File: config.mk
export PLATFORM = sky130hd
export DESIGN_NAME = mlptc_act
export DESIGN_NICKNAME = d
export VERILOG_FILES = /design/src/rtl/mlptc_pkg.sv /design/src/rtl/mlptc_act.sv
export SDC_FILE = /design/constraint.sdc
export NUM_CORES = 1
export LEC_CHECK = 0
export BUFFER_PORTS_ARGS = -buffer_cell sky130_fd_sc_hd__buf_2
export CELL_PAD_IN_SITES_DETAIL_PLACEMENT = 0
export CELL_PAD_IN_SITES_GLOBAL_PLACEMENT = 2
export CORE_MARGIN = 2
export CORE_UTILIZATION = 41
export DETAILED_ROUTE_END_ITERATION = 10
export PLACE_DENSITY = 0.95
export SLEW_MARGIN = 20
export SYNTH_ARGS = -nofsm -noshare
export SYNTH_HDL_FRONTEND = slang
export SYNTH_SLANG_ARGS = --single-unit
export TNS_END_PERCENT = 30
File: constraint.sdc
create_clock -name i_clk -period 13 [get_ports i_clk]
set_input_delay 0 -clock i_clk [delete_from_list [all_inputs] [get_ports i_clk]]
set_output_delay 0 -clock i_clk [all_outputs]
set_load 0.005 [all_outputs]
File: src/rtl/mlptc_pkg.sv
package mlptc_pkg;

    // Defaults for the top-level parameters
    localparam int MAX_LAYERS_DEF = 4;
    localparam int MAX_NODES_DEF  = 16;
    localparam int VALUE_BITS_DEF = 16;

    // Fixed-point format
    localparam int FRAC  = 12;
    localparam int ONE_Q = 4096;

    // Register reset values
    localparam logic [2:0]  LAYER_COUNT_RST = 3'd3;
    localparam logic [4:0]  NODES_IN_RST    = 5'd4;
    localparam logic [4:0]  NODES_A_RST     = 5'd8;
    localparam logic [4:0]  NODES_B_RST     = 5'd3;
    localparam logic [4:0]  NODES_D_RST     = 5'd3;
    localparam logic [15:0] LRATE_RST       = 16'd6554;

    typedef enum logic [1:0] {
        OP_LOAD_W  = 2'd0,
        OP_LOAD_B  = 2'd1,
        OP_PREDICT = 2'd2,
        OP_TRAIN   = 2'd3
    } t_op;

    typedef enum logic [2:0] {
        CFG_LAYER_COUNT = 3'd0,
        CFG_NODES_IN    = 3'd1,
        CFG_NODES_A     = 3'd2,
        CFG_NODES_B     = 3'd3,
        CFG_NODES_D     = 3'd4,
        CFG_LRATE       = 3'd5
    } t_cfg_idx;

    // Sequencer states: forward, output deltas, hidden deltas, update
    typedef enum logic [5:0] {
        S_IDLE,
        S_F_RD, S_F_LD, S_F_SIG, S_F_MUL, S_F_ACC, S_F_BRD, S_F_BLD, S_F_WR,
        S_O_RD, S_O_LD, S_O_S1, S_O_S2, S_O_WR,
        S_H_RD, S_H_MUL, S_H_ACC, S_H_NRD, S_H_NLD, S_H_S1, S_H_S2, S_H_WR,
        S_U_DRD, S_U_DLD, S_U_RD, S_U_LD, S_U_SIG, S_U_MUL1, S_U_T, S_U_MUL2,
        S_U_WR, S_U_BRD, S_U_BMUL, S_U_BWR,
        S_FIN
    } t_state;

    // Sigmoid knots, Q0.16, x = 0.0 .. 8.0 in steps of 0.5
    function automatic logic [16:0] sig_tab(input logic [4:0] idx);
        logic [16:0] y;
        case (idx)
            5'd0:    y = 17'd32768;
            5'd1:    y = 17'd40793;
            5'd2:    y = 17'd47911;
            5'd3:    y = 17'd53581;
            5'd4:    y = 17'd57724;
            5'd5:    y = 17'd60565;
            5'd6:    y = 17'd62428;
            5'd7:    y = 17'd63615;
            5'd8:    y = 17'd64357;
            5'd9:    y = 17'd64816;
            5'd10:   y = 17'd65097;
            5'd11:   y = 17'd65269;
            5'd12:   y = 17'd65374;
            5'd13:   y = 17'd65438;
            5'd14:   y = 17'd65476;
            5'd15:   y = 17'd65500;
            default: y = 17'd65514;
        endcase
        return y;
    endfunction

endpackage

File: src/rtl/mlptc_act.sv
// Two-stage activation unit: the sigmoid is registered, and s*(1-s) is registered from it
module mlptc_act #(
    parameter int VALUE_BITS = mlptc_pkg::VALUE_BITS_DEF
) (
    input  logic                         i_clk,
    input  logic signed [VALUE_BITS-1:0] i_x,
    output logic [12:0]                  o_sig,
    output logic [10:0]                  o_sigd
);
    import mlptc_pkg::*;

    localparam int AW = VALUE_BITS + 1;

    logic signed [AW-1:0] x_ext;
    logic [AW-1:0]        mag;
    logic [31:0]          mag32;
    logic [3:0]           seg;
    logic [10:0]          frac;
    logic [16:0]          t_lo;
    logic [16:0]          t_hi;
    logic [12:0]          diff;
    logic [23:0]          interp;
    logic [16:0]          y_pos;
    logic [16:0]          y;
    logic [17:0]          y_rnd;
    logic [25:0]          dprod;
    logic [25:0]          drnd;
    logic [12:0]          r_sig;
    logic [10:0]          r_sigd;

    // Magnitude, segment and interpolation
    always_comb begin
        x_ext  = AW'(i_x);
        mag    = (x_ext < 0) ? AW'(-x_ext) : AW'(x_ext);
        mag32  = 32'(mag);
        seg    = mag32[14:11];
        frac   = mag32[10:0];
        t_lo   = sig_tab({1'b0, seg});
        t_hi   = sig_tab(5'({1'b0, seg}) + 5'd1);
        diff   = 13'(t_hi - t_lo);
        interp = 24'(diff) * 24'(frac) + 24'd1024;
        y_pos  = (mag32 >= 32'd32768) ? sig_tab(5'd16) : t_lo + 17'(interp >> 11);
        y      = (i_x < 0) ? 17'(17'd65536 - y_pos) : y_pos;
        y_rnd  = 18'(y) + 18'd8;
    end

    // Derivative from the registered sigmoid
    always_comb begin
        dprod = 26'(r_sig) * 26'(13'd4096 - r_sig);
        drnd  = dprod + 26'd2048;
    end

    always_ff @(posedge i_clk) begin
        r_sig  <= y_rnd[16:4];
        r_sigd <= drnd[22:12];
    end

    assign o_sig  = r_sig;
    assign o_sigd = r_sigd;

endmodule

==> run metrics <==
Slew Limit Fails 0; final period utilization between 90% and 100%; Layout Cells excl Fill 2135; diodes inserted 0; ys async rst share 0%; H-tree Lvls 1; Clock Skew 0.00433 ns; Worst-Margin Slew between 0.9 and 1 ns; Synth Register Bits 24; CTS Hold Bufs 0; Final Hold Vio Count 0; minimum clock period between 10 and 15 ns; TritonCTS Buffers 3; average cell area after synthesis just over 8 um2; Worst Hold Launch i_x[14]; R2R depth 26; Net count, final 2118; Worst R2R End o_sigd[10]; kind of critical path in -> reg; Sink Count 24; post-route cell area ~15000 um2; number of global-route vias before repair 11723; CTS max path bufs 2; layout cells sized above 1 ~8.1%; Netlist Area Pre-Place around 14000 um2; DIE AREA 35200 um2; maximum clock rate 82.9 MHz; Synth area leader fa_1; RePlAce Congestion 0.915; Syn Nets around 2100; hold path endpoint o_sig[3]; Reg-to-Reg Start o_sig[1]; Syn Inst Count between 1500 and 2000; site row count between 60 and 70; vias per cell ~5.2; Area growth, synth to finish 7.18%; maxcap violations 0; CP startpoint kind input port; clock slew at reported path FFs around 0.07 ns; CP peak stage delay 0.58 ns; R2R Setup Slk 4.67 ns; core area 33400 um2; Worst slew margin approximately 37%; largest net degree at the start of global routing 24; TritonCTS clock tree done; Synth Flop Type dfxtp_1; First DRT Iteration DRCs about 610; Hold Path Depth 6; chip height roughly 190 um; Worst setup EP type flop; Hold WC Path Type in -> reg; register area share after synthesis under 10%; CP max-delay cell or4_4; Placement Cell Area about 15000 um2; status complete, no violations; synth unique cells 83; DRT Wirelength approximately 35000 um; residual DRC count 0; Buffers on Ports 40; Worst Path Max Fanout 14; share of the synthesized area in the top cell type approximately 33%; Worst EP required about 13 ns; vias 11101; Die Width ~190 um; root buf cell clkbuf_16; HPWL after DPL roughly 29000 um; I/O pin cnt a little over 40; Post-synth EDFFs 0; Clock Latency Late Sink about 0.27 ns; WP data arrival around 12 ns; initial antenna violation count 0; post-route ant nets 0; Post-CTS Resized 0; postcts setup bufs 0; Overall Global Routing Usage a little over a fifth; global route overflow 0; placed instance count between 2000 and 2500; Final setup viols 0; Initial Util between 40% and 50%; DR WL/cell 16.4 um; first-pass GRT wire length 60300 um; DRT Pass-1 Iters 5; Area contributors post-synth fa_1, ha_1, inv_1; YS warnings 0
[cells by family after synthesis]
group	after synthesis	share of synthesized area (%)
AOI/OAI and AO/OA	200	9.83
xor gates and xnor gates	78	5.05
adders and majority gates	413	49.6
buffers and inverters	370	10.1
DFF	24	3.47
muxes	18	1.46
and+or+nand+nor	562	20.6
[synth_stat cells, drive strengths merged (26+ instances only)]
library cell and n:
nand3 26, xor2 27, nor2b 34, nor2 146, xnor2 51, nand2 115
nor3 37, and2 29, clkbuf 56, ha 188, fa 225, a21oi 36
o21ai 52, inv 304, nand2b 100
[worst max path at each step]
| stage | start | endpoint | slack (ns) | cells after the start |
|---|---|---|---|---|
| after floorplan | i_x[4] | o_sig[12] | 0.97 | 50 |
| after global placement | i_x[0] | o_sig[12] | 0.61 | 49 |
| after detailed placement | i_x[0] | o_sig[12] | 0.33 | 49 |
| after CTS | i_x[0] | o_sig[12] | 0.57 | 49 |
| after global routing | i_x[4] | o_sig[12] | -0.02 | 50 |
| final | i_x[4] | o_sig[12] | 0.93 | 50 |
[flip-flops by register name (all words and copies together), names as in the netlist]
name,flops
o_sig,13
o_sigd,11
[stage by stage]
| stage | hold slack, ns | setup TNS, ns | utilization [%] | setup slack (ns) |
|---|---|---|---|---|
| global placement | 0.378 | 0 | 44.0 | 0.606 |
| floorplan | 0.284 | 0 | - | 0.974 |
| global route | 0.527 | -0.0311 | 44.4 | -0.0239 |
| CTS | 0.487 | 0 | 44.3 | 0.570 |
| finish | 0.498 | 0 | 44.4 | 0.931 |
| detailed placement | 0.377 | 0 | 44.0 | 0.334 |
[layer usage]
| layer | GRT usage [%] | wire length [um] | vias to the layer above |
|---|---|---|---|
| li1 | - | - | 5344 |
| met1 | 29.5 | 16500 | 5483 |
| met2 | 35.3 | 16400 | 239 |
| met3 | 1.55 | 1480 | 35 |
| met4 | 3.85 | 670 | 0 |
| met5 | 0 | 0 | - |
[cell usage in the layout (no fill, tap or decap), types with 12 or more instances in the layout]
master and count:
a21o_1 12, a21oi_1 36, and2_1 28, buf_2 40, buf_4 41, dfxtp_1 24, fa_1 225, ha_1 186
inv_1 300, nand2_1 114, nand2b_1 99, nand3_1 26, nor2_1 146, nor2b_1 34, nor3_1 37, o21a_1 18
o21ai_0 43, or2_2 13, or3_1 14, xnor2_1 49, xor2_1 26
[cell type report]
cell class	count	area [um2]
Inverter	307	1160
Sequential cell	24	480
Timing Repair Buffer	81	508
Clock buffer	3	75.1
Clock inverter	1	30.0
Fill cell	3398	18500
Multi-Input combinational cell	1271	12000
Tap cell	448	561
[worst max-delay path: cells and delay by family]
kind / cells / cell delay (ns)
simple gates: 14 / 3.57
mux: 1 / 0.41
xor+xnor: 1 / 0.19
buf+inv: 8 / 0.88
compound gates: 17 / 3.33
fa+ha+maj: 9 / 3.86
Power is not shown: default switching activity piles up to over one toggle a cycle in this logic, so the estimate is an artifact.
